### config.mk
export PLATFORM = sky130hd
export DESIGN_NAME = fixed_priority_process_scheduler_flat
export DESIGN_NICKNAME = d
export VERILOG_FILES = /design/src/rtl/fpps_pkg.sv /design/src/rtl/fpps_in_if.sv /design/src/rtl/fpps_out_if.sv /design/src/rtl/fpps_ram.sv /design/src/rtl/fpps_eval.sv /design/src/rtl/fixed_priority_process_scheduler.sv /design/src/flat_wrapper.sv
export SDC_FILE = /design/constraint.sdc
export NUM_CORES = 2
export LEC_CHECK = 0
export BUFFER_PORTS_ARGS = -buffer_cell sky130_fd_sc_hd__buf_2
export CELL_PAD_IN_SITES_DETAIL_PLACEMENT = 1
export CELL_PAD_IN_SITES_GLOBAL_PLACEMENT = 2
export CORE_MARGIN = 2
export CORE_UTILIZATION = 52
export CTS_CLUSTER_DIAMETER = 30
export CTS_CLUSTER_SIZE = 40
export DETAILED_ROUTE_END_ITERATION = 8
export GPL_ROUTABILITY_DRIVEN = 0
export PLACE_DENSITY_LB_ADDON = 0.3
export SKIP_LAST_GASP = 1
export SYNTH_ARGS = -nofsm -noshare
export SYNTH_HDL_FRONTEND = slang
export SYNTH_SLANG_ARGS = --single-unit
### constraint.sdc
create_clock -name clk -period 14 [get_ports clk]
set_clock_uncertainty 0.05 [all_clocks]
set_input_delay 0.7 -clock clk [delete_from_list [all_inputs] [get_ports clk]]
set_output_delay 0.7 -clock clk [all_outputs]
set_load 0.02 [all_outputs]
### src/rtl/fpps_pkg.sv
package fpps_pkg;

  // Process state codes as they are stored in the table.
  localparam logic [2:0] ST_READY      = 3'd0;
  localparam logic [2:0] ST_RUNNING    = 3'd1;
  localparam logic [2:0] ST_SLEEPING   = 3'd2;
  localparam logic [2:0] ST_PAUSED     = 3'd3;
  localparam logic [2:0] ST_BLOCKED    = 3'd4;
  localparam logic [2:0] ST_TERMINATED = 3'd5;

  localparam logic [4:0] ALARM_SIGNAL = 5'd14;

  typedef enum logic [1:0] {
    CMD_WRITE    = 2'd0,
    CMD_SCHEDULE = 2'd1,
    CMD_SET_TICK = 2'd2
  } cmd_t;

  typedef enum logic [1:0] {
    STAT_WRITTEN   = 2'd0,
    STAT_SCHEDULED = 2'd1,
    STAT_HALT      = 2'd2,
    STAT_DEADLOCK  = 2'd3
  } status_t;

  typedef struct packed {
    logic [2:0]  st;
    logic [7:0]  prio;
    logic [31:0] wake;
    logic [31:0] alarm;
    logic [4:0]  sig;
  } entry_t;

  localparam int ENTRY_W = $bits(entry_t);

  localparam entry_t ENTRY_RESET = '{
    st:    ST_TERMINATED,
    prio:  8'd0,
    wake:  32'd0,
    alarm: 32'd0,
    sig:   5'd0
  };

  // Result of looking at one table entry during a scan pass.
  typedef struct packed {
    entry_t      upd;
    logic        wr;
    logic        alive;
    logic        ready;
    logic        evt;
    logic [31:0] evt_tick;
  } eval_t;

endpackage

### src/rtl/fpps_in_if.sv
interface fpps_in_if;
  logic        valid;
  logic        ready;
  logic [1:0]  cmd;
  logic [3:0]  slot;
  logic [2:0]  proc_state;
  logic [7:0]  prio;
  logic [31:0] wake_at;
  logic [31:0] alarm_at;
  logic [4:0]  signal_in;
  logic [31:0] tick_value;

  modport source (
    output valid, cmd, slot, proc_state, prio, wake_at, alarm_at, signal_in, tick_value,
    input  ready
  );
  modport sink (
    input  valid, cmd, slot, proc_state, prio, wake_at, alarm_at, signal_in, tick_value,
    output ready
  );
endinterface

### src/rtl/fpps_out_if.sv
interface fpps_out_if;
  logic        valid;
  logic        ready;
  logic [1:0]  status;
  logic [3:0]  chosen_slot;
  logic [31:0] now_tick;
  logic [4:0]  chosen_signal;

  modport source (
    output valid, status, chosen_slot, now_tick, chosen_signal,
    input  ready
  );
  modport sink (
    input  valid, status, chosen_slot, now_tick, chosen_signal,
    output ready
  );
endinterface

### src/rtl/fpps_ram.sv
module fpps_ram #(
  parameter int WIDTH = 8,
  parameter int DEPTH = 16
) (
  input  logic                     clk,
  input  logic                     wr_en,
  input  logic [$clog2(DEPTH)-1:0] wr_addr,
  input  logic [WIDTH-1:0]         wr_data,
  input  logic                     rd_en,
  input  logic [$clog2(DEPTH)-1:0] rd_addr,
  output logic [WIDTH-1:0]         rd_data
);

  logic [WIDTH-1:0] mem [DEPTH];

  always_ff @(posedge clk) begin
    if (wr_en) begin
      mem[wr_addr] <= wr_data;
    end
    if (rd_en) begin
      rd_data <= mem[rd_addr];
    end
  end

endmodule

### src/rtl/fpps_eval.sv
module fpps_eval (
  input  fpps_pkg::entry_t ent,
  input  logic             pass2,
  input  logic             is_run,
  input  logic [31:0]      first_tick,
  input  logic [31:0]      stop_tick,
  output fpps_pkg::eval_t  res
);

  logic [31:0]      t_wake;
  logic [31:0]      t_alarm;
  fpps_pkg::entry_t upd1;
  fpps_pkg::entry_t upd2;

  assign t_wake  = (ent.wake > first_tick) ? ent.wake : first_tick;
  assign t_alarm = (ent.alarm > first_tick) ? ent.alarm : first_tick;

  always_comb begin
    upd1 = ent;
    if (is_run && ent.st == fpps_pkg::ST_RUNNING) begin
      upd1.st = fpps_pkg::ST_READY;
    end

    // Time has advanced to the stop tick: wake sleepers and fire due alarms.
    upd2 = ent;
    if (ent.st == fpps_pkg::ST_SLEEPING && ent.wake <= stop_tick) begin
      upd2.st = fpps_pkg::ST_READY;
    end
    if (ent.alarm != 32'd0 && ent.alarm <= stop_tick) begin
      upd2.sig   = fpps_pkg::ALARM_SIGNAL;
      upd2.alarm = 32'd0;
      if (ent.st == fpps_pkg::ST_PAUSED) begin
        upd2.st = fpps_pkg::ST_READY;
      end
    end

    res = '0;
    if (pass2) begin
      res.upd   = upd2;
      res.wr    = 1'b1;
      res.ready = (upd2.st == fpps_pkg::ST_READY);
    end else begin
      res.upd   = upd1;
      res.wr    = (upd1.st != ent.st);
      res.alive = (upd1.st != fpps_pkg::ST_TERMINATED);
      res.ready = (upd1.st == fpps_pkg::ST_READY);
      if (ent.st == fpps_pkg::ST_SLEEPING) begin
        res.evt      = 1'b1;
        res.evt_tick = t_wake;
      end else if (ent.st == fpps_pkg::ST_PAUSED && ent.alarm != 32'd0) begin
        res.evt      = 1'b1;
        res.evt_tick = t_alarm;
      end
    end
  end

endmodule

### src/rtl/fixed_priority_process_scheduler.sv
// Channel   Dir  Payload                                                 Handshake
// in_ch     in   cmd slot proc_state prio wake_at alarm_at signal_in      valid/ready
//                tick_value
// out_ch    out  status chosen_slot now_tick chosen_signal               valid/ready
//
// Write and set-tick commands go straight to S_FINISH. A schedule command scans
// the table and decides in S_DECIDE, scanning again when the tick counter has to
// advance; each pass reads the table through one port.
// Reset is synchronous; every entry reads as terminated until it is written.
// A result waiting on out_ch does not block the next input beat, but a second
// result waits in the final state until the output register frees up.
module fixed_priority_process_scheduler #(
  parameter int NUM_SLOTS = 16
) (
  input  logic        clk,
  input  logic        rst_n,
  fpps_in_if.sink     in_ch,
  fpps_out_if.source  out_ch
);

  localparam int IDX_W = $clog2(NUM_SLOTS);
  localparam int CNT_W = $clog2(NUM_SLOTS + 1);
  localparam logic [IDX_W-1:0] LAST_IDX = IDX_W'(NUM_SLOTS - 1);

  // One-hot sequencer states.
  typedef enum logic [3:0] {
    S_IDLE   = 4'b0001,
    S_SCAN   = 4'b0010,
    S_DECIDE = 4'b0100,
    S_FINISH = 4'b1000
  } fsm_t;

  fsm_t state_r, state_nxt;

  // Tick counter and scheduler registers.
  logic [31:0]            tick_r, tick_nxt;
  logic [31:0]            first_r, first_nxt;
  logic [IDX_W-1:0]       running_r, running_nxt;
  logic                   pass2_r, pass2_nxt;

  // Scan pipeline: issue_r walks read addresses, pend_* marks the entry whose
  // read data is on the memory output in this cycle.
  logic [CNT_W-1:0]       issue_r, issue_nxt;
  logic                   pend_vld_r, pend_vld_nxt;
  logic [IDX_W-1:0]       pend_idx_r, pend_idx_nxt;

  // One valid bit per table entry stands in for clearing the memory.
  logic [NUM_SLOTS-1:0]   vld_r, vld_nxt;

  // Scan accumulators.
  logic                   alive_r, alive_nxt;
  logic                   best_found_r, best_found_nxt;
  logic [IDX_W-1:0]       best_idx_r, best_idx_nxt;
  fpps_pkg::entry_t       best_word_r, best_word_nxt;
  logic                   evt_found_r, evt_found_nxt;
  logic [31:0]            evt_min_r, evt_min_nxt;

  // Result waiting to enter the output register.
  logic [1:0]             res_status_r, res_status_nxt;
  logic [3:0]             res_chosen_r, res_chosen_nxt;
  logic [4:0]             res_sig_r, res_sig_nxt;

  // Output register.
  logic                   out_valid_r, out_valid_nxt;
  logic [1:0]             out_status_r, out_status_nxt;
  logic [3:0]             out_chosen_r, out_chosen_nxt;
  logic [31:0]            out_tick_r, out_tick_nxt;
  logic [4:0]             out_sig_r, out_sig_nxt;

  // Table memory ports.
  logic                   ram_we;
  logic [IDX_W-1:0]       ram_waddr;
  fpps_pkg::entry_t       ram_wdata;
  logic                   ram_re;
  logic [IDX_W-1:0]       ram_raddr;
  logic [fpps_pkg::ENTRY_W-1:0] ram_rdata;

  fpps_pkg::entry_t       cur_ent;
  fpps_pkg::eval_t        ev;
  logic                   in_fire;

  fpps_ram #(
    .WIDTH (fpps_pkg::ENTRY_W),
    .DEPTH (NUM_SLOTS)
  ) u_table (
    .clk     (clk),
    .wr_en   (ram_we),
    .wr_addr (ram_waddr),
    .wr_data (ram_wdata),
    .rd_en   (ram_re),
    .rd_addr (ram_raddr),
    .rd_data (ram_rdata)
  );

  // An entry never written reads with its reset contents.
  assign cur_ent = vld_r[pend_idx_r] ? fpps_pkg::entry_t'(ram_rdata) : fpps_pkg::ENTRY_RESET;

  // In the second pass the tick counter already holds the stop tick.
  fpps_eval u_eval (
    .ent        (cur_ent),
    .pass2      (pass2_r),
    .is_run     (pend_idx_r == running_r),
    .first_tick (first_r),
    .stop_tick  (tick_r),
    .res        (ev)
  );

  assign in_ch.ready          = (state_r == S_IDLE);
  assign in_fire              = in_ch.valid && in_ch.ready;
  assign out_ch.valid         = out_valid_r;
  assign out_ch.status        = out_status_r;
  assign out_ch.chosen_slot   = out_chosen_r;
  assign out_ch.now_tick      = out_tick_r;
  assign out_ch.chosen_signal = out_sig_r;

  always_comb begin
    state_nxt      = state_r;
    tick_nxt       = tick_r;
    first_nxt      = first_r;
    running_nxt    = running_r;
    pass2_nxt      = pass2_r;
    issue_nxt      = issue_r;
    pend_vld_nxt   = pend_vld_r;
    pend_idx_nxt   = pend_idx_r;
    vld_nxt        = vld_r;
    alive_nxt      = alive_r;
    best_found_nxt = best_found_r;
    best_idx_nxt   = best_idx_r;
    best_word_nxt  = best_word_r;
    evt_found_nxt  = evt_found_r;
    evt_min_nxt    = evt_min_r;
    res_status_nxt = res_status_r;
    res_chosen_nxt = res_chosen_r;
    res_sig_nxt    = res_sig_r;
    out_valid_nxt  = out_valid_r;
    out_status_nxt = out_status_r;
    out_chosen_nxt = out_chosen_r;
    out_tick_nxt   = out_tick_r;
    out_sig_nxt    = out_sig_r;

    ram_we    = 1'b0;
    ram_waddr = pend_idx_r;
    ram_wdata = ev.upd;
    ram_re    = 1'b0;
    ram_raddr = issue_r[IDX_W-1:0];

    if (out_valid_r && out_ch.ready) begin
      out_valid_nxt = 1'b0;
    end

    case (state_r)
      S_IDLE: begin
        if (in_fire) begin
          res_status_nxt = fpps_pkg::STAT_WRITTEN;
          res_chosen_nxt = 4'd0;
          res_sig_nxt    = 5'd0;
          state_nxt      = S_FINISH;
          case (in_ch.cmd)
            fpps_pkg::CMD_WRITE: begin
              // Slots beyond the table are ignored.
              if (32'(in_ch.slot) < NUM_SLOTS) begin
                ram_we          = 1'b1;
                ram_waddr       = IDX_W'(in_ch.slot);
                ram_wdata.st    = in_ch.proc_state;
                ram_wdata.prio  = in_ch.prio;
                ram_wdata.wake  = in_ch.wake_at;
                ram_wdata.alarm = in_ch.alarm_at;
                ram_wdata.sig   = in_ch.signal_in;
                vld_nxt[IDX_W'(in_ch.slot)] = 1'b1;
              end
            end
            fpps_pkg::CMD_SET_TICK: begin
              tick_nxt = in_ch.tick_value;
            end
            fpps_pkg::CMD_SCHEDULE: begin
              first_nxt      = tick_r + 32'd1;
              pass2_nxt      = 1'b0;
              issue_nxt      = '0;
              pend_vld_nxt   = 1'b0;
              alive_nxt      = 1'b0;
              best_found_nxt = 1'b0;
              evt_found_nxt  = 1'b0;
              state_nxt      = S_SCAN;
            end
            default: begin
              // Unknown command: report the tick counter and change nothing.
            end
          endcase
        end
      end

      S_SCAN: begin
        if (issue_r < CNT_W'(NUM_SLOTS)) begin
          ram_re       = 1'b1;
          issue_nxt    = issue_r + CNT_W'(1);
          pend_vld_nxt = 1'b1;
          pend_idx_nxt = issue_r[IDX_W-1:0];
        end else begin
          pend_vld_nxt = 1'b0;
        end
        if (pend_vld_r) begin
          // Write-back goes to the previous address while the next one is read,
          // so a read never meets a write to the same entry.
          if (ev.wr) begin
            ram_we              = 1'b1;
            vld_nxt[pend_idx_r] = 1'b1;
          end
          if (ev.alive) begin
            alive_nxt = 1'b1;
          end
          // Strictly greater keeps the lowest slot on equal priority.
          if (ev.ready && (!best_found_r || ev.upd.prio > best_word_r.prio)) begin
            best_found_nxt = 1'b1;
            best_idx_nxt   = pend_idx_r;
            best_word_nxt  = ev.upd;
          end
          if (ev.evt && (!evt_found_r || ev.evt_tick < evt_min_r)) begin
            evt_found_nxt = 1'b1;
            evt_min_nxt   = ev.evt_tick;
          end
          if (pend_idx_r == LAST_IDX) begin
            state_nxt = S_DECIDE;
          end
        end
      end

      S_DECIDE: begin
        res_chosen_nxt = 4'd0;
        res_sig_nxt    = 5'd0;
        state_nxt      = S_FINISH;
        if (best_found_r) begin
          ram_we         = 1'b1;
          ram_waddr      = best_idx_r;
          ram_wdata      = best_word_r;
          ram_wdata.st   = fpps_pkg::ST_RUNNING;
          vld_nxt[best_idx_r] = 1'b1;
          running_nxt    = best_idx_r;
          res_status_nxt = fpps_pkg::STAT_SCHEDULED;
          res_chosen_nxt = 4'(best_idx_r);
          res_sig_nxt    = best_word_r.sig;
        end else if (!pass2_r && !alive_r) begin
          res_status_nxt = fpps_pkg::STAT_HALT;
        end else if (!pass2_r && evt_found_r) begin
          // Jump to the first tick at which something wakes, then rescan.
          tick_nxt       = evt_min_r;
          pass2_nxt      = 1'b1;
          issue_nxt      = '0;
          pend_vld_nxt   = 1'b0;
          best_found_nxt = 1'b0;
          state_nxt      = S_SCAN;
        end else begin
          res_status_nxt = fpps_pkg::STAT_DEADLOCK;
        end
      end

      S_FINISH: begin
        if (!out_valid_r || out_ch.ready) begin
          out_valid_nxt  = 1'b1;
          out_status_nxt = res_status_r;
          out_chosen_nxt = res_chosen_r;
          out_tick_nxt   = tick_r;
          out_sig_nxt    = res_sig_r;
          state_nxt      = S_IDLE;
        end
      end

      default: begin
        state_nxt = S_IDLE;
      end
    endcase
  end

  always_ff @(posedge clk) begin
    if (!rst_n) begin
      state_r     <= S_IDLE;
      tick_r      <= 32'd0;
      running_r   <= '0;
      vld_r       <= '0;
      pend_vld_r  <= 1'b0;
      out_valid_r <= 1'b0;
    end else begin
      state_r     <= state_nxt;
      tick_r      <= tick_nxt;
      running_r   <= running_nxt;
      vld_r       <= vld_nxt;
      pend_vld_r  <= pend_vld_nxt;
      out_valid_r <= out_valid_nxt;
    end
  end

  always_ff @(posedge clk) begin
    first_r      <= first_nxt;
    pass2_r      <= pass2_nxt;
    issue_r      <= issue_nxt;
    pend_idx_r   <= pend_idx_nxt;
    alive_r      <= alive_nxt;
    best_found_r <= best_found_nxt;
    best_idx_r   <= best_idx_nxt;
    best_word_r  <= best_word_nxt;
    evt_found_r  <= evt_found_nxt;
    evt_min_r    <= evt_min_nxt;
    res_status_r <= res_status_nxt;
    res_chosen_r <= res_chosen_nxt;
    res_sig_r    <= res_sig_nxt;
    out_status_r <= out_status_nxt;
    out_chosen_r <= out_chosen_nxt;
    out_tick_r   <= out_tick_nxt;
    out_sig_r    <= out_sig_nxt;
  end

endmodule
### src/flat_wrapper.sv
// flat-port wrapper written by rule: the top's interface ports become plain ports
module fixed_priority_process_scheduler_flat 
#(
  parameter int NUM_SLOTS = 16
)
  (clk, rst_n, in_ch_valid, in_ch_cmd, in_ch_slot, in_ch_proc_state, in_ch_prio, in_ch_wake_at, in_ch_alarm_at, in_ch_signal_in, in_ch_tick_value, in_ch_ready, out_ch_valid, out_ch_status, out_ch_chosen_slot, out_ch_now_tick, out_ch_chosen_signal, out_ch_ready);
  fpps_in_if in_ch_i ();
  fpps_out_if out_ch_i ();
  input  logic clk;
  input  logic rst_n;
  input wire logic [$bits(in_ch_i.valid)-1:0] in_ch_valid;
  input wire logic [$bits(in_ch_i.cmd)-1:0] in_ch_cmd;
  input wire logic [$bits(in_ch_i.slot)-1:0] in_ch_slot;
  input wire logic [$bits(in_ch_i.proc_state)-1:0] in_ch_proc_state;
  input wire logic [$bits(in_ch_i.prio)-1:0] in_ch_prio;
  input wire logic [$bits(in_ch_i.wake_at)-1:0] in_ch_wake_at;
  input wire logic [$bits(in_ch_i.alarm_at)-1:0] in_ch_alarm_at;
  input wire logic [$bits(in_ch_i.signal_in)-1:0] in_ch_signal_in;
  input wire logic [$bits(in_ch_i.tick_value)-1:0] in_ch_tick_value;
  output wire logic [$bits(in_ch_i.ready)-1:0] in_ch_ready;
  output wire logic [$bits(out_ch_i.valid)-1:0] out_ch_valid;
  output wire logic [$bits(out_ch_i.status)-1:0] out_ch_status;
  output wire logic [$bits(out_ch_i.chosen_slot)-1:0] out_ch_chosen_slot;
  output wire logic [$bits(out_ch_i.now_tick)-1:0] out_ch_now_tick;
  output wire logic [$bits(out_ch_i.chosen_signal)-1:0] out_ch_chosen_signal;
  input wire logic [$bits(out_ch_i.ready)-1:0] out_ch_ready;
  assign in_ch_i.valid = in_ch_valid;
  assign in_ch_i.cmd = in_ch_cmd;
  assign in_ch_i.slot = in_ch_slot;
  assign in_ch_i.proc_state = in_ch_proc_state;
  assign in_ch_i.prio = in_ch_prio;
  assign in_ch_i.wake_at = in_ch_wake_at;
  assign in_ch_i.alarm_at = in_ch_alarm_at;
  assign in_ch_i.signal_in = in_ch_signal_in;
  assign in_ch_i.tick_value = in_ch_tick_value;
  assign in_ch_ready = in_ch_i.ready;
  assign out_ch_valid = out_ch_i.valid;
  assign out_ch_status = out_ch_i.status;
  assign out_ch_chosen_slot = out_ch_i.chosen_slot;
  assign out_ch_now_tick = out_ch_i.now_tick;
  assign out_ch_chosen_signal = out_ch_i.chosen_signal;
  assign out_ch_i.ready = out_ch_ready;
  fixed_priority_process_scheduler #(.NUM_SLOTS(NUM_SLOTS)) u_core (.clk(clk), .rst_n(rst_n), .in_ch(in_ch_i), .out_ch(out_ch_i));
endmodule
# Yosys cells after proc, flatten, opt, wreduce, memory -nomap -nowiden

Memories as Yosys holds them, arrays and structs flattened. A register that Yosys moved wholly into a read port is not among the register bits.
Cells that the tools add are included.

$lt $le $gt $ge: 13
Reduce and logical (&&, ||, !) cells: 45
Mux-type cells: 101
Bitwise logic cells: 3
Equal/unequal tests: 30
Add/subtract/negate cells: 2

Operators by type and width:

| kind                                                        | count |
|---|---|
| 2-to-1 mux 80 bit                                           | 4 |
| 2-to-1 mux 32 bit                                           | 7 |
| case mux 80 bit (2 select lines)                            | 1 |
| 2-to-1 mux 33 bit                                           | 3 |
| 2-to-1 mux 81 bit                                           | 1 |
| 2-to-1 mux 16 bit                                           | 5 |
| greater-than comparator 32 bit                              | 2 |
| <= comparator 32 bit                                        | 2 |
| case mux 32 bit (2 select lines)                            | 1 |
| 2-to-1 mux 4 bit                                            | 13 |
| bitwise OR 16 bit                                           | 3 |
| case mux 16 bit (3 select lines)                            | 1 |
| 2-to-1 mux 5 bit                                            | 8 |
| 2-to-1 mux 37 bit                                           | 1 |
| adder 32 x 1 -> 32 bit (second input constant)              | 1 |
| less-than comparator 32 bit                                 | 1 |
| 2-to-1 mux 1 bit                                            | 32 |
| nonzero test 32 bit                                         | 1 |
| AND reduction 6 bit                                         | 4 |
| inequality test 2 x 1 -> 1 bit (second input constant)      | 10 |
| case mux 4 bit (2 select lines)                             | 2 |
| case mux 4 bit (4 select lines)                             | 1 |
| less-than comparator 4 x 5 -> 1 bit (second input constant) | 3 |
| case mux 5 bit (3 select lines)                             | 1 |
| other kinds (37)                                            | 86 |

Output and inout port bits: 45
Input port bits: 122
Bits in writable memories: 1280
Register bits after elaboration: 270
Memories: 1

Memories:

| memory             | words | bits a word | rd ports | clocked after Yosys merged registers in | wr ports | RTL line       | source |
|---|---|---|---|---|---|---|---|
| u_core.u_table.mem | 16    | 80          | 1        | 1                                       | 1        | fpps_ram.sv:14 | `logic [WIDTH-1:0] mem [DEPTH];` |

# Logic depth before layout (Yosys ltp)

Depth in word-level cells: 15
Depth in mapped cells: 32
Gate-level depth less buffers: 27

# By module

From an unflattened synthesis, not the netlist that was laid out.

Cells, all modules: 3989
Area total of the unflattened synthesis: 68784.7 µm²

Modules (own cells, without submodules):

| module                           | times used | sequential area each (µm²) | area each (µm²) | cells each |
|---|---|---|---|---|
| fpps_ram                         | 1          | 40839.2                    | 50223.2         | 2054 |
| fixed_priority_process_scheduler | 1          | 7527.2                     | 12886.1         | 1085 |
| fpps_eval                        | 1          | 0.0                        | 5675.4          | 850 |

# Worst setup path after synthesis

Ideal clock, no wire load.

Path type: reg2reg
From: register u_core.pend_idx_r[1]
To: register u_core.best_idx_r[0], enable pin
Arrival time: 7220 ps
Path buffers: 2
Library setup time: 521 ps
Slack: 6209 ps
Stages on the path, launching flop included: 19
Path through: edfxtp_1 > mux4_2 > a2bb2oi_2 > nand2_1 > nand2_1 > clkbuf_1 > clkbuf_1 > and2_1 > ha_1 > nand3_1 > or4_1 > nor3_1 > nand2_1 > nor4_1 > nor2_1 > o31a_1 > nor3_1 > o311ai_0 > nor2_1

RTL lines:

| item                   | RTL line                                | source |
|---|---|---|
| from (decl)            | fixed_priority_process_scheduler.sv:45  | `logic [IDX_W-1:0] pend_idx_r, pend_idx_nxt;` |
| from (signal assigned) | fixed_priority_process_scheduler.sv:295 | `pend_idx_r <= pend_idx_nxt;` |
| to (signal assigned)   | fixed_priority_process_scheduler.sv:298 | `best_idx_r <= best_idx_nxt;` |
| to (decl)              | fixed_priority_process_scheduler.sv:53  | `logic [IDX_W-1:0] best_idx_r, best_idx_nxt;` |

==> results.cfg <==
[timing]
hold_viol_final = 0
rsz0062_at_grt = no
setup_tns_ns = 0
slew_violations = 0
fin_crit_sh_pct = 65.0
maxSlewHeadroom_pct = 7.38
worst_pin_slew_ns = 1.39
max_freq_mhz = 110
setup_viol = 0
min_period_ns = 9.11

[yosys]
synth_ff_type = edfxtp_1
synth-edff-count = 1572
yosysWarningCount = 0
synth.avg_cell_area_sq_um = 18.1
ys_types = 71
seq_area_frac_synth_pct = 71.4
syn_nets = 4036
synth_seq_cells = 1630
synthArstFlopShare_pct = 0
netlist_area_sq_mm = 0.0677
synthCells = 3749

[flow_run]
drv_cap = 0

[worst_hold_path]
min_from = in_ch_tick_value[1]
holdPathStages = 3
hold_class = in2reg
holdPathEnd = u_core.tick_r[1]

[cells_and_area]
synthToLayoutAreaGrowth_pct = 21.0
fin_nets = 4442
ff_latch_area_sq_mm = 0.0484
fillCellCount = 10947
final_cell_mix = 1,572 x edfxtp_1, 401 x mux4_2, 337 x clkbuf_16, 259 x nand2_1
fin_cells = 6148
multi_input_area_sq_mm = 0.0184
final_common_cell = edfxtp_1
drive_above_1_share_pct = 27.1

[pwr]
p_per_area_mw_per_mm2 = 186
ir_drop_mv = 0.146
power_leakage_uw = 0.0283

[critical_path]
crit_required_ns = 14.44
start_kind = register
r2r_start = u_core.pend_idx_r[1]
reg2reg_depth = 28
worstReg2RegEnd = u_core.evt_min_r[13]
path_max_fanout = 48
path_class = reg2reg
critical_path_arrival_ns = 9.54
worst_path_max_delay_cell = a21boi_4
max_stage_delay_ns = 0.96
end_kind = register
reg2reg_slack_ns = 4.89

[placed_design]
io_buffer_count = 166
placed_cells = 5557
place_hpwl_mm = 120

[global_routing]
antenna_found_initial = 6
grt_pass1_wl_mm = 309
grt_max_degree = 144
grt_util_all_layers_pct = 33.0
grt_overflow = 0
grt_pass1_vias = 42477

[route]
dr.pass1.iters = 5
wl_per_cell_um = 35.1
dr_total_vias = 39890
viasPerCell = 6.49
drc = 0
wirelength_mm = 216
dr.first_iter.drc_count = 5089
drtAntennaViolNets = 0

[floorplanning]
coreArea_sq_mm = 0.129
die_area_sq_mm = 0.133
io_pins = 167
die_h_um = 365
die_x_um = 365
num_rows = 132
start_util_pct = 52.4

[cts]
cts_setup_buffers = 0
clk_path_buf_depth = 4
post_cts_resized = 0
htreeDepth = 5
cts_inserted_buffers = 331
clk_pin_slew_ns = 0.05
tritoncts = built
cts_root_buf = clkbuf_16
clock_latency_ns = 0.94
cts_sinks = 1630

[status]
status = finished, final reports clean
[critical path: cells and delay by family, from the launching register on]
family	cells	cell delay, ns
compound gates	9	2.80
flops	1	0.68
simple gates	13	2.72
buf+inv	2	0.89
fa+ha+maj	2	0.66
mux	2	0.83
[kinds of logic (layout without fill, tap and decap cells)]
kind of cell               count (synthesis)  after routing  share of synthesized area [%]
xor gates and xnor gates                  40             40                          0.517
buffers and inverters                    297            952                           1.71
and+or+nand+nor                          778            778                           5.44
AOI/OAI and AO/OA                        396            396                           3.91
adders and majority gates                168            168                           3.09
DFF                                     1630           1630                           71.4
other                                      0              2                              0
muxes                                    440            440                           13.9
[where the power goes]
| group | internal, uW | switching (uW) |
|---|---|---|
| registers | 5530 | 59.4 |
| logic | 799 | 996 |
| clock network | 5250 | 2600 |
| total | 11600 | 3660 |
[state kept, by name, summed over array words and instances, names as in the netlist, 5 cells and up]
register / flops
u_core.u_table.rd_data: 80
u_core.best_word_r: 77
u_core.first_r: 32
u_core.out_ch.chosen_signal: 5
u_core.evt_min_r: 32
u_core.tick_r: 32
u_core.issue_r: 5
u_core.res_sig_r: 5
u_core.vld_r: 16
u_core.u_table.mem: 1280
u_core.out_ch.now_tick: 32
[routing by layer]
metal,part of all wire (%),GRT usage [%]
met1,39,45.3
met2,48,52.3
met3,9.1,6.73
met4,3.7,12.8
met5,0.0060,0
[stage by stage]
| step | utilization [%] | worst slack (ns) | total power (uW) | area, sq um | hold WS [ns] |
|---|---|---|---|---|---|
| final | 63.4 | 4.89 | 15200 | 82000 | 0.0470 |
| after global routing | 63.4 | 4.25 | 15600 | 82000 | 0.0272 |
| after CTS | 63.4 | 4.97 | 15300 | 82000 | 0.00254 |
| after detailed placement | 54.8 | 5.08 | 7440 | 70900 | 0.358 |
| after global placement | 54.8 | 5.09 | 7400 | 70900 | 0.355 |
| after floorplan | - | 6.21 | 6900 | 67700 | 0.350 |
[worst max path at each step]
stage                               from                    to  depth (start not counted)
floorplan           u_core.pend_idx_r[1]  u_core.best_idx_r[0]                         18
global placement    u_core.pend_idx_r[1]   u_core.evt_min_r[3]                         28
detailed placement  u_core.pend_idx_r[1]   u_core.evt_min_r[4]                         28
CTS                 u_core.pend_idx_r[3]  u_core.evt_min_r[14]                         28
global route        u_core.pend_idx_r[3]  u_core.evt_min_r[14]                         28
finish              u_core.pend_idx_r[1]  u_core.evt_min_r[13]                         28
[synth_stat cells, types with 11 or more instances]
| master | instances | area (sq um) |
|---|---|---|
| ha_1 | 165 | 2060 |
| or3_1 | 11 | 68.8 |
| mux2i_1 | 38 | 380 |
| nor3_1 | 23 | 115 |
| dfxtp_1 | 58 | 1160 |
| inv_1 | 114 | 428 |
| a21oi_1 | 98 | 490 |
| a21o_1 | 31 | 233 |
| o21a_1 | 20 | 150 |
| nor2b_1 | 24 | 150 |
| nand3_1 | 63 | 315 |
| and3_1 | 14 | 87.6 |
| xnor2_1 | 36 | 315 |
| a22oi_1 | 72 | 541 |
| buf_1 | 35 | 131 |
| nand4_1 | 43 | 269 |
| nor4_1 | 19 | 119 |
| mux4_2 | 401 | 9030 |
| edfxtp_1 | 1572 | 47200 |
| a311oi_1 | 34 | 298 |
| o21ai_0 | 74 | 370 |
| nor2_1 | 186 | 698 |
| nand2_1 | 260 | 976 |
| and2_1 | 101 | 632 |
| nand2b_1 | 11 | 68.8 |
| clkbuf_1 | 133 | 499 |
[cell type report]
cell class	count	share of cell area [%]
sequential	1630	59.0
clock inverter	198	2.86
antenna	2	0.00610
inverter	117	0.536
multi-input combinational	1822	22.5
timing repair buffer	253	1.92
tap	1742	2.66
clock buffer	384	10.6
[what timing repair did]
item                                    CTS  global route
endpoints found under the setup margin    0             0
endpoints found under the hold margin     7             0
hold buffers                              7             0
Note: power is estimated with default switching activity, not from simulation.
